==> config.mk <==
export PLATFORM = sky130hd
export DESIGN_NAME = screen_strip_binner
export DESIGN_NICKNAME = d
export VERILOG_FILES = /design/src/rtl/core/ssb_pkg.sv /design/src/rtl/core/ssb_fifo.sv /design/src/rtl/core/ssb_span_div.sv /design/src/rtl/core/ssb_front.sv /design/src/rtl/core/ssb_back.sv /design/src/rtl/core/screen_strip_binner.sv
export SDC_FILE = /design/constraint.sdc
export NUM_CORES = 1
export LEC_CHECK = 0
export ABC_CLOCK_PERIOD_IN_PS = 10950
export BUFFER_PORTS_ARGS = -buffer_cell sky130_fd_sc_hd__buf_4
export CAP_MARGIN = 15
export CELL_PAD_IN_SITES_DETAIL_PLACEMENT = 1
export CELL_PAD_IN_SITES_GLOBAL_PLACEMENT = 2
export CORE_ASPECT_RATIO = 1.25
export CORE_UTILIZATION = 46
export DETAILED_ROUTE_END_ITERATION = 6
export HOLD_SLACK_MARGIN = 0.06
export PLACE_DENSITY_LB_ADDON = 0.2
export SYNTH_ARGS = -nofsm -noshare
export SYNTH_HDL_FRONTEND = slang
export SYNTH_SLANG_ARGS = --single-unit
==> constraint.sdc <==
create_clock -name i_clk -period 10.95 [get_ports i_clk]
set_input_delay 0.5475 -clock i_clk [delete_from_list [all_inputs] [get_ports i_clk]]
set_output_delay 0.5475 -clock i_clk [all_outputs]
set_load 0.05 [all_outputs]
==> src/rtl/core/ssb_pkg.sv <==
// shared types and constants of the screen strip binner
package ssb_pkg;

    // fixed field widths
    localparam int COORD_W  = 16;
    localparam int PRIM_W   = 16;
    localparam int SIZE_W   = 13;
    localparam int CNT_W    = 5;
    localparam int SID_W    = 4;
    localparam int SLOT_W   = 12;
    localparam int CIDX_W   = 2;
    localparam int ID_LIMIT = 16;

    // span divider: one quotient bit per cycle
    localparam int DIV_STEPS = SIZE_W;
    localparam int DIV_CW    = 4;

    // input operation codes
    typedef enum logic {
        OP_FRAME = 1'b0,
        OP_BIN   = 1'b1
    } t_op;

    // configuration register indexes
    typedef enum logic [CIDX_W-1:0] {
        CFG_STRIPS = 2'd0,
        CFG_WIDTH  = 2'd1,
        CFG_HEIGHT = 2'd2,
        CFG_UNUSED = 2'd3
    } t_cfg_idx;

    // back end sequencer states
    typedef enum logic [1:0] {
        BK_IDLE,
        BK_SCAN,
        BK_FLUSH
    } t_back_state;

    // word passed from front to back
    typedef struct packed {
        t_op                 op;
        logic [PRIM_W-1:0]   prim;
        logic [COORD_W-1:0]  x_min;
        logic [COORD_W-1:0]  x_max;
    } t_cmd;

    // result word
    typedef struct packed {
        logic [SID_W-1:0]    strip_id;
        logic [SLOT_W-1:0]   slot;
        logic [PRIM_W-1:0]   prim;
        logic                last;
    } t_res;

endpackage

==> src/rtl/core/ssb_fifo.sv <==
// small register queue used between the binner stages
module ssb_fifo
    import ssb_pkg::*;
#(
    parameter int WIDTH = 8,
    parameter int DEPTH = 2
) (
    input  logic             i_clk,
    input  logic             i_rst_n,
    input  logic             i_push,
    input  logic [WIDTH-1:0] i_data,
    input  logic             i_pop,
    output logic [WIDTH-1:0] o_data,
    output logic             o_full,
    output logic             o_empty
);

    localparam int PW = (DEPTH > 1) ? $clog2(DEPTH) : 1;
    localparam int CW = $clog2(DEPTH + 1);

    logic [WIDTH-1:0] r_mem [DEPTH];
    logic [PW-1:0]    r_wp;
    logic [PW-1:0]    r_rp;
    logic [CW-1:0]    r_cnt;
    logic             wr_en;
    logic             rd_en;

    assign o_full  = (r_cnt == CW'(DEPTH));
    assign o_empty = (r_cnt == '0);
    assign wr_en   = i_push && !o_full;
    assign rd_en   = i_pop && !o_empty;
    assign o_data  = r_mem[r_rp];

    // pointer wrap
    function automatic logic [PW-1:0] next_ptr(input logic [PW-1:0] p);
        logic [PW-1:0] q;
        q = (p == PW'(DEPTH - 1)) ? '0 : p + 1'b1;
        return q;
    endfunction

    // pointers and fill level
    always_ff @(posedge i_clk) begin
        if (!i_rst_n) begin
            r_wp  <= '0;
            r_rp  <= '0;
            r_cnt <= '0;
        end else begin
            if (wr_en) begin
                r_wp <= next_ptr(r_wp);
            end
            if (rd_en) begin
                r_rp <= next_ptr(r_rp);
            end
            if (wr_en && !rd_en) begin
                r_cnt <= r_cnt + 1'b1;
            end else if (rd_en && !wr_en) begin
                r_cnt <= r_cnt - 1'b1;
            end
        end
    end

    // storage
    always_ff @(posedge i_clk) begin
        if (wr_en) begin
            r_mem[r_wp] <= i_data;
        end
    end

endmodule

==> src/rtl/core/ssb_span_div.sv <==
// restoring divider that derives the strip width from the window width
module ssb_span_div
    import ssb_pkg::*;
(
    input  logic              i_clk,
    input  logic              i_rst_n,
    input  logic              i_start,
    input  logic [SIZE_W-1:0] i_dividend,
    input  logic [CNT_W-1:0]  i_divisor,
    output logic              o_busy,
    output logic [SIZE_W-1:0] o_quot
);

    logic [CNT_W-1:0]  r_rem;
    logic [SIZE_W-1:0] r_quo;
    logic [DIV_CW-1:0] r_cnt;
    logic [CNT_W:0]    trial;
    logic [CNT_W:0]    diff;
    logic              ge;

    // one trial subtraction per cycle
    assign trial = {r_rem, r_quo[SIZE_W-1]};
    assign ge    = (trial >= {1'b0, i_divisor});
    assign diff  = trial - {1'b0, i_divisor};

    assign o_busy = (r_cnt != '0) || i_start;
    assign o_quot = r_quo;

    // step counter
    always_ff @(posedge i_clk) begin
        if (!i_rst_n) begin
            r_cnt <= '0;
        end else if (i_start) begin
            r_cnt <= DIV_CW'(DIV_STEPS);
        end else if (r_cnt != '0) begin
            r_cnt <= r_cnt - 1'b1;
        end
    end

    // remainder and quotient shift register
    always_ff @(posedge i_clk) begin
        if (!i_rst_n) begin
            r_rem <= '0;
            r_quo <= '0;
        end else if (i_start) begin
            r_rem <= '0;
            r_quo <= i_dividend;
        end else if (r_cnt != '0) begin
            r_rem <= ge ? diff[CNT_W-1:0] : trial[CNT_W-1:0];
            r_quo <= {r_quo[SIZE_W-2:0], ge};
        end
    end

endmodule

==> src/rtl/core/ssb_front.sv <==
// front end: accepts words, culls off-screen boxes, queues the rest
module ssb_front
    import ssb_pkg::*;
(
    input  logic                      i_clk,
    input  logic                      i_rst_n,
    input  logic                      i_push,
    input  logic                      i_op,
    input  logic [PRIM_W-1:0]         i_prim_index,
    input  logic signed [COORD_W-1:0] i_box_x_min,
    input  logic signed [COORD_W-1:0] i_box_x_max,
    input  logic signed [COORD_W-1:0] i_box_y_min,
    input  logic signed [COORD_W-1:0] i_box_y_max,
    input  logic [SIZE_W-1:0]         i_width,
    input  logic [SIZE_W-1:0]         i_height,
    input  logic                      i_hold,
    output logic                      o_full,
    input  logic                      i_cmd_pop,
    output t_cmd                      o_cmd,
    output logic                      o_cmd_empty
);

    logic signed [COORD_W:0] w_ext;
    logic signed [COORD_W:0] h_ext;
    logic signed [COORD_W:0] xmin_ext;
    logic signed [COORD_W:0] ymin_ext;
    logic                    culled;
    logic                    accept;
    logic                    q_push;
    logic                    q_full;
    t_cmd                    cmd_in;

    // off-screen test against the window bounds
    assign w_ext    = $signed({{(COORD_W + 1 - SIZE_W){1'b0}}, i_width});
    assign h_ext    = $signed({{(COORD_W + 1 - SIZE_W){1'b0}}, i_height});
    assign xmin_ext = {i_box_x_min[COORD_W-1], i_box_x_min};
    assign ymin_ext = {i_box_y_min[COORD_W-1], i_box_y_min};
    assign culled   = i_box_x_max[COORD_W-1] || (xmin_ext >= w_ext) ||
                      i_box_y_max[COORD_W-1] || (ymin_ext >= h_ext);

    // accept and enqueue; culled primitives are consumed here
    assign o_full = q_full || i_hold;
    assign accept = i_push && !o_full;
    assign q_push = accept && ((t_op'(i_op) == OP_FRAME) || !culled);

    always_comb begin
        cmd_in.op    = t_op'(i_op);
        cmd_in.prim  = i_prim_index;
        cmd_in.x_min = i_box_x_min;
        cmd_in.x_max = i_box_x_max;
    end

    ssb_fifo #(
        .WIDTH ($bits(t_cmd)),
        .DEPTH (2)
    ) u_cmd_q (
        .i_clk   (i_clk),
        .i_rst_n (i_rst_n),
        .i_push  (q_push),
        .i_data  (cmd_in),
        .i_pop   (i_cmd_pop),
        .o_data  (o_cmd),
        .o_full  (q_full),
        .o_empty (o_cmd_empty)
    );

endmodule

==> src/rtl/core/ssb_back.sv <==
// back end: walks the strips, keeps fill counts, emits result words
module ssb_back
    import ssb_pkg::*;
#(
    parameter int STRIP_SLOTS  = 16,
    parameter int BUCKET_DEPTH = 4096
) (
    input  logic              i_clk,
    input  logic              i_rst_n,
    input  t_cmd              i_cmd,
    input  logic              i_cmd_empty,
    output logic              o_cmd_pop,
    input  logic [SIZE_W-1:0] i_span,
    input  logic [SIZE_W-1:0] i_width,
    input  logic [CNT_W-1:0]  i_nstrips,
    input  logic              i_res_full,
    output logic              o_res_push,
    output t_res              o_res
);

    localparam int IW = (STRIP_SLOTS > 1) ? $clog2(STRIP_SLOTS) : 1;
    localparam int FW = $clog2(BUCKET_DEPTH + 1);

    t_back_state              r_state;
    t_back_state              n_state;
    logic [FW-1:0]            r_fill [STRIP_SLOTS];
    logic [FW-1:0]            n_fill [STRIP_SLOTS];
    logic [CNT_W-1:0]         r_s;
    logic [CNT_W-1:0]         n_s;
    logic [SIZE_W-1:0]        r_start;
    logic [SIZE_W-1:0]        n_start;
    logic [PRIM_W-1:0]        r_prim;
    logic [PRIM_W-1:0]        n_prim;
    logic [COORD_W-1:0]       r_xmin;
    logic [COORD_W-1:0]       n_xmin;
    logic [COORD_W-1:0]       r_xmax;
    logic [COORD_W-1:0]       n_xmax;
    logic                     r_pend_v;
    logic                     n_pend_v;
    logic [SID_W-1:0]         r_pend_id;
    logic [SID_W-1:0]         n_pend_id;
    logic [SLOT_W-1:0]        r_pend_slot;
    logic [SLOT_W-1:0]        n_pend_slot;

    logic [IW-1:0]            idx;
    logic                     last_strip;
    logic [SIZE_W:0]          end_sum;
    logic [SIZE_W:0]          end_val;
    logic signed [COORD_W:0]  start_ext;
    logic signed [COORD_W:0]  end_ext;
    logic signed [COORD_W:0]  xmin_ext;
    logic signed [COORD_W:0]  xmax_ext;
    logic                     room;
    logic                     hit;
    logic                     done;

    // bounds of the strip under test
    assign idx        = r_s[IW-1:0];
    assign last_strip = (r_s == i_nstrips - 1'b1);
    assign end_sum    = {1'b0, r_start} + {1'b0, i_span};
    assign end_val    = last_strip ? {1'b0, i_width} : end_sum;
    assign start_ext  = $signed({{(COORD_W + 1 - SIZE_W){1'b0}}, r_start});
    assign end_ext    = $signed({{(COORD_W - SIZE_W){1'b0}}, end_val});
    assign xmin_ext   = {r_xmin[COORD_W-1], r_xmin};
    assign xmax_ext   = {r_xmax[COORD_W-1], r_xmax};

    // overlap, bucket space, and whether any later strip can still overlap
    assign room = (r_fill[idx] < FW'(BUCKET_DEPTH));
    assign hit  = (xmin_ext < end_ext) && (xmax_ext > start_ext) && room;
    assign done = last_strip || (xmax_ext <= end_ext);

    // state register and datapath registers
    always_ff @(posedge i_clk) begin
        if (!i_rst_n) begin
            r_state  <= BK_IDLE;
            r_pend_v <= 1'b0;
            for (int i = 0; i < STRIP_SLOTS; i++) begin
                r_fill[i] <= '0;
            end
        end else begin
            r_state  <= n_state;
            r_pend_v <= n_pend_v;
            r_fill   <= n_fill;
        end
    end

    always_ff @(posedge i_clk) begin
        r_s         <= n_s;
        r_start     <= n_start;
        r_prim      <= n_prim;
        r_xmin      <= n_xmin;
        r_xmax      <= n_xmax;
        r_pend_id   <= n_pend_id;
        r_pend_slot <= n_pend_slot;
    end

    // next state and outputs
    always_comb begin
        n_state     = r_state;
        n_fill      = r_fill;
        n_s         = r_s;
        n_start     = r_start;
        n_prim      = r_prim;
        n_xmin      = r_xmin;
        n_xmax      = r_xmax;
        n_pend_v    = r_pend_v;
        n_pend_id   = r_pend_id;
        n_pend_slot = r_pend_slot;
        o_cmd_pop   = 1'b0;
        o_res_push  = 1'b0;
        o_res.strip_id = r_pend_id;
        o_res.slot     = r_pend_slot;
        o_res.prim     = r_prim;
        o_res.last     = 1'b0;

        unique case (r_state)
            BK_IDLE: begin
                if (!i_cmd_empty) begin
                    o_cmd_pop = 1'b1;
                    if (i_cmd.op == OP_FRAME) begin
                        for (int i = 0; i < STRIP_SLOTS; i++) begin
                            n_fill[i] = '0;
                        end
                    end else begin
                        n_prim   = i_cmd.prim;
                        n_xmin   = i_cmd.x_min;
                        n_xmax   = i_cmd.x_max;
                        n_s      = '0;
                        n_start  = '0;
                        n_pend_v = 1'b0;
                        n_state  = BK_SCAN;
                    end
                end
            end
            BK_SCAN: begin
                // a new hit pushes out the held one; stall if the queue is full
                if (!(hit && r_pend_v && i_res_full)) begin
                    o_res_push = hit && r_pend_v;
                    if (hit) begin
                        n_pend_v    = 1'b1;
                        n_pend_id   = r_s[SID_W-1:0];
                        n_pend_slot = SLOT_W'(r_fill[idx]);
                        n_fill[idx] = r_fill[idx] + 1'b1;
                    end
                    n_s     = r_s + 1'b1;
                    n_start = end_val[SIZE_W-1:0];
                    if (done) begin
                        n_state = (r_pend_v || hit) ? BK_FLUSH : BK_IDLE;
                    end
                end
            end
            BK_FLUSH: begin
                // held result is the last one of the primitive
                o_res.last = 1'b1;
                if (!i_res_full) begin
                    o_res_push = 1'b1;
                    n_pend_v   = 1'b0;
                    n_state    = BK_IDLE;
                end
            end
            default: begin
                n_state = BK_IDLE;
            end
        endcase
    end

    // never write into a full result queue
    a_no_overrun: assert property (@(posedge i_clk) disable iff (!i_rst_n)
        o_res_push |-> !i_res_full)
        else $error("result pushed into full queue");

    // flushing always has a held result
    a_flush_pending: assert property (@(posedge i_clk) disable iff (!i_rst_n)
        (r_state == BK_FLUSH) |-> r_pend_v)
        else $error("flush without held result");

    // frame start empties the buckets; checked on bucket 0
    a_frame_clear: assert property (@(posedge i_clk) disable iff (!i_rst_n)
        (r_state == BK_IDLE && !i_cmd_empty && i_cmd.op == OP_FRAME)
        |=> (r_fill[0] == '0))
        else $error("fill count not cleared on frame start");

    // scan index stays inside the active strips
    a_scan_range: assert property (@(posedge i_clk) disable iff (!i_rst_n)
        (r_state == BK_SCAN) |-> (r_s < i_nstrips))
        else $error("strip index past active strips");

endmodule

==> src/rtl/core/screen_strip_binner.sv <==
// top level of the screen strip binner: registers, span divider, front and back
// Splits the window into up to 16 vertical strips, each as wide as the window width
// divided by the strip count (the last strip runs to the right window edge) and,
// for each accepted primitive whose box lies on screen, emits one result word per
// overlapping strip whose bucket is not full, in ascending strip order, with
// run_last set on the final one; a frame-start word zeroes all fill counts and
// gives no result. The front end takes one word per cycle while full is low and
// drops off-screen primitives at once; the back end takes a word in its idle state,
// then walks strips from strip 0, one strip per cycle unless a full result queue
// stalls it, stopping at the first strip whose right end reaches the box's x_max
// (or at the last strip), then, if any strip was hit, pushes the final result from
// a flush state, and only then returns to idle for the next word. After reset and
// after each write to a known register the strip width is recomputed by a bit-serial
// divider, during which full stays high.
module screen_strip_binner
    import ssb_pkg::*;
#(
    parameter int MAX_STRIPS   = 16,
    parameter int BUCKET_DEPTH = 4096
) (
    input  logic                      i_clk,
    input  logic                      i_rst_n,
    // input queue side
    input  logic                      push,
    output logic                      full,
    input  logic                      i_op,
    input  logic [PRIM_W-1:0]         i_prim_index,
    input  logic signed [COORD_W-1:0] i_box_x_min,
    input  logic signed [COORD_W-1:0] i_box_x_max,
    input  logic signed [COORD_W-1:0] i_box_y_min,
    input  logic signed [COORD_W-1:0] i_box_y_max,
    // result queue side
    output logic                      empty,
    input  logic                      pop,
    output logic [SID_W-1:0]          o_strip_id,
    output logic [SLOT_W-1:0]         o_bucket_slot,
    output logic [PRIM_W-1:0]         o_binned_prim,
    output logic                      o_run_last,
    // configuration writes
    input  logic                      i_cfg_valid,
    output logic                      o_cfg_ready,
    input  logic [CIDX_W-1:0]         i_cfg_index,
    input  logic [SIZE_W-1:0]         i_cfg_data
);

    localparam int STRIP_SLOTS = (MAX_STRIPS < ID_LIMIT) ? MAX_STRIPS : ID_LIMIT;

    logic [CNT_W-1:0]  r_strips;
    logic [SIZE_W-1:0] r_width;
    logic [SIZE_W-1:0] r_height;
    logic              r_recalc;
    logic [CNT_W-1:0]  nstrips;
    logic              div_busy;
    logic [SIZE_W-1:0] span;
    logic              cfg_wr;
    t_cmd              cmd;
    logic              cmd_empty;
    logic              cmd_pop;
    logic              res_push;
    logic              res_full;
    t_res              res_in;
    t_res              res_out;

    // configuration registers; a write to a known register restarts the span divider
    assign o_cfg_ready = 1'b1;
    assign cfg_wr      = i_cfg_valid && o_cfg_ready;

    always_ff @(posedge i_clk) begin
        if (!i_rst_n) begin
            r_strips <= CNT_W'(4);
            r_width  <= SIZE_W'(640);
            r_height <= SIZE_W'(480);
            r_recalc <= 1'b1;
        end else begin
            r_recalc <= cfg_wr && (t_cfg_idx'(i_cfg_index) != CFG_UNUSED);
            if (cfg_wr) begin
                unique case (t_cfg_idx'(i_cfg_index))
                    CFG_STRIPS: begin
                        r_strips <= i_cfg_data[CNT_W-1:0];
                    end
                    CFG_WIDTH: begin
                        r_width <= i_cfg_data;
                    end
                    CFG_HEIGHT: begin
                        r_height <= i_cfg_data;
                    end
                    default: begin
                    end
                endcase
            end
        end
    end

    // active strip count: zero means one, clamp to the strip limit
    always_comb begin
        if (r_strips == '0) begin
            nstrips = CNT_W'(1);
        end else if (r_strips > CNT_W'(STRIP_SLOTS)) begin
            nstrips = CNT_W'(STRIP_SLOTS);
        end else begin
            nstrips = r_strips;
        end
    end

    // strip width
    ssb_span_div u_div (
        .i_clk      (i_clk),
        .i_rst_n    (i_rst_n),
        .i_start    (r_recalc),
        .i_dividend (r_width),
        .i_divisor  (nstrips),
        .o_busy     (div_busy),
        .o_quot     (span)
    );

    // front end with command queue
    ssb_front u_front (
        .i_clk        (i_clk),
        .i_rst_n      (i_rst_n),
        .i_push       (push),
        .i_op         (i_op),
        .i_prim_index (i_prim_index),
        .i_box_x_min  (i_box_x_min),
        .i_box_x_max  (i_box_x_max),
        .i_box_y_min  (i_box_y_min),
        .i_box_y_max  (i_box_y_max),
        .i_width      (r_width),
        .i_height     (r_height),
        .i_hold       (div_busy),
        .o_full       (full),
        .i_cmd_pop    (cmd_pop),
        .o_cmd        (cmd),
        .o_cmd_empty  (cmd_empty)
    );

    // back end strip walker
    ssb_back #(
        .STRIP_SLOTS  (STRIP_SLOTS),
        .BUCKET_DEPTH (BUCKET_DEPTH)
    ) u_back (
        .i_clk       (i_clk),
        .i_rst_n     (i_rst_n),
        .i_cmd       (cmd),
        .i_cmd_empty (cmd_empty),
        .o_cmd_pop   (cmd_pop),
        .i_span      (span),
        .i_width     (r_width),
        .i_nstrips   (nstrips),
        .i_res_full  (res_full),
        .o_res_push  (res_push),
        .o_res       (res_in)
    );

    // result queue
    ssb_fifo #(
        .WIDTH ($bits(t_res)),
        .DEPTH (2)
    ) u_res_q (
        .i_clk   (i_clk),
        .i_rst_n (i_rst_n),
        .i_push  (res_push),
        .i_data  (res_in),
        .i_pop   (pop),
        .o_data  (res_out),
        .o_full  (res_full),
        .o_empty (empty)
    );

    assign o_strip_id    = res_out.strip_id;
    assign o_bucket_slot = res_out.slot;
    assign o_binned_prim = res_out.prim;
    assign o_run_last    = res_out.last;

endmodule

==> out/metrics.cfg <==
[synthesis]
synth_area_leaders = edfxtp_1, dfxtp_1, a22o_1
syn_nets = 2007
ys_warn_count = 0
synth_top_area_cell = edfxtp_1
synth_top_area_share_pct = 32.0
avgSynthCellArea_sq_um = 12.8
synth_edf_count = 246
synth.top_cells.by_count = dfxtp_1, edfxtp_1, a22o_1
synthArstFlopShare_pct = 0
synth.cell_area_sq_um = 23100
ys_seq_area_share_pct = 55.8
ys_ff_latch = 521
ys.flop_type = dfxtp_1
synth_cell_types = 77
synth_cells = 1811
yosysMostFrequentCell = dfxtp_1

[drt]
vias = 15300
drt_wl_total_mm = 62.0
drc = 0
detail-route-antenna-nets = 0
drt_iter0_markers = 748
routedWlPerCell_um = 23.9
drtPass1Iterations = 5
post_drt_via_cell_ratio = 5.90

[pwr]
seqPwrFrac_pct = 42.3
p_sw_mw = 1.66
p_leak_nw = 9.71
power.share.clock_pct = 34.2
comb_power_share_pct = 23.5
p_int_mw = 3.67
power_density_nw_per_um2 = 203
ir_drop_mv = 0.125
p_sw_share_pct = 31.1

[global_route]
met1_usage_pct = 27.3
antenna_found_initial = 0
grt_overflow = 0
grt_util_met2_pct = 46.5
grtUsageMet3_pct = 3.20
grt_usage_pct = 24.5
top_usage_layer = met2
grt_pass1_wl_mm = 96.2
grt_max_degree = 73
grt_pass1_vias = 16500

[die]
dieHeight_um = 252
start_util_pct = 46.7
die_area_sq_um = 51100
io_pins = 137
die_w_um = 202
rows = 91
core_sq_um = 49400

[worst_setup_path]
startpoint = u_back.r_start[0]
start_kind = flip-flop
worst_ep_arrival_time_ns = 7.31
timing.rr.start = u_back.r_start[0]
r2r_cells = 21
crit_end = u_back.r_fill[112]
critPathKind = reg2reg
r2r-end = u_back.r_fill[112]
worstPathRequired_ns = 11.49
rrSetupSlack_ns = 4.18
path_max_fanout = 17
cp-end-kind = flip-flop

[timing]
skew_ns = 0.0211
rsz0062_at_grt = no
fin_crit_ns = 6.77
max_slew_margin_pct = 21.7
hold_violations = 0
slew_violations = 0
setup_viol = 0
final.setup.tns_ns = 0
tightest_slew_ns = 1.17
period_share_pct = 61.8
max_freq_mhz = 148

[clock_network]
clock_latency_ns = 0.61
clock_path_buffers = 3
cts_root_buf = clkbuf_16
cts_tree = built
cts.sinks = 521
ctsResizeCount = 0
cts_hold_repair.buffers = 0
cts_buffers = 54
post_cts_buffers = 0
h-tree-depth = 2
clk_pin_slew_worst_paths_ns = 0.07

[layout]
stdcell_count = 2595
drive_gt1_share_pct = 20.6
nets = 2100
diodes = 0
area_growth_pct = 13.5

[placed_design]
placed_cells = 2499
io_buffers = 120
hpwlAfterDp_mm = 43.0
gp_routability_congestion = 0.825

[job]
maxCapViolations = 0

[status]
status = finished clean

[min_path]
hp-class = in2reg

## metrics by stage
step           utilization (%)  power [mW]  instance area [sq um]  setup WS [ns]  hold slack (ns)
2_1_floorplan                -        3.16                  23100           4.67            0.420
3_3_place_gp              49.5        3.50                  24500           4.29            0.423
3_5_place_dp              49.5        3.55                  24500           4.20            0.432
4_1_cts                   53.0        5.38                  26200           4.16           0.0871
5_1_grt                   53.0        5.56                  26200           3.74           0.0992
6_report                  53.0        5.33                  26200           4.18            0.126
## routing by layer
| layer | up-vias | wire length (um) |
|---|---|---|
| li1 | 7010 | - |
| met1 | 7847 | 23500 |
| met2 | 328 | 34100 |
| met3 | 129 | 2000 |
| met4 | 0 | 2420 |
| met5 | - | 0 |
## cells by family after synthesis
group	share of synthesized area (%)
AO/OA/AOI/OAI	14.0
XOR/XNOR	1.47
adder cells (fa/ha/maj)	5.34
buffers and inverters	3.51
flip-flops	55.8
multiplexers	10.8
other	0.0162
AND/OR/NAND/NOR	8.98
## worst max-delay path: stages, from the launching register on
cell	delay, ns
edfxtp_1	0.48
ha_1	0.26
fa_1	0.45
a21o_1	0.20
a21oi_1	0.21
o21bai_1	0.12
nand3_1	0.12
a21oi_1	0.07
a2111oi_0	0.83
a21oi_1	0.17
xor2_1	0.22
o21ai_0	0.17
ha_1	0.34
nand4_1	0.21
nor3_1	0.48
nor3b_1	0.40
a2111oi_4	0.13
buf_4	0.23
a21oi_2	0.42
buf_4	0.36
a22o_1	0.56
a22o_1	0.26
## sequential cells by signal, indices dropped and copies added (netlist names), 12 cells and up, named ones only
name and cells:
r_width 13, u_back.r_xmax 16, u_back.r_prim 16, u_back.r_xmin 16
u_back.r_pend_slot 12, u_back.r_start 13, u_res_q.r_mem 66, u_div.o_quot 13
r_height 13, u_back.r_fill 208, u_front.u_cmd_q.r_mem 98
## placed cells by master (no fill, tap or decap), types with 57 or more instances in the layout
cell type / n
nor2_1: 84
a21oi_1: 65
edfxtp_1: 246
dfxtp_1: 274
a22o_1: 165
ha_1: 93
mux2_2: 82
clkbuf_16: 57
mux4_2: 64
buf_4: 141
nand2_1: 120
inv_1: 66
## power by group through the flow
stage	Clock (mW)	Sequential [mW]	Combinational (mW)
after floorplan	0	2.26	0.902
after global placement	0	2.29	1.21
after detailed placement	0	2.30	1.26
after CTS	1.86	2.25	1.27
after global routing	1.94	2.26	1.36
final	1.82	2.25	1.25
## how the worst min path moves through the flow
stage	startpoint	endpoint	depth (start not counted)
after floorplan	u_back.r_fill[115]	u_back.r_fill[115]	2
after global routing	i_prim_index[10]	u_front.u_cmd_q.r_mem[0][42]	1
after CTS	i_prim_index[13]	u_front.u_cmd_q.r_mem[1][45]	1
final	i_prim_index[13]	u_front.u_cmd_q.r_mem[1][45]	1
after detailed placement	u_back.r_pend_slot[3]	u_res_q.r_mem[0][20]	0
after global placement	u_back.r_pend_slot[8]	u_res_q.r_mem[0][25]	0
## layout make-up
class,instances,area [sq um]
Clock buffer,72,1510
Clock inverter,24,238
Fill cell,5008,23200
Inverter,67,251
Multi-Input combinational cell,1119,9430
Sequential cell,521,12900
Tap cell,651,815
Timing Repair Buffer,141,1060
(Power assumes the default switching activity.)
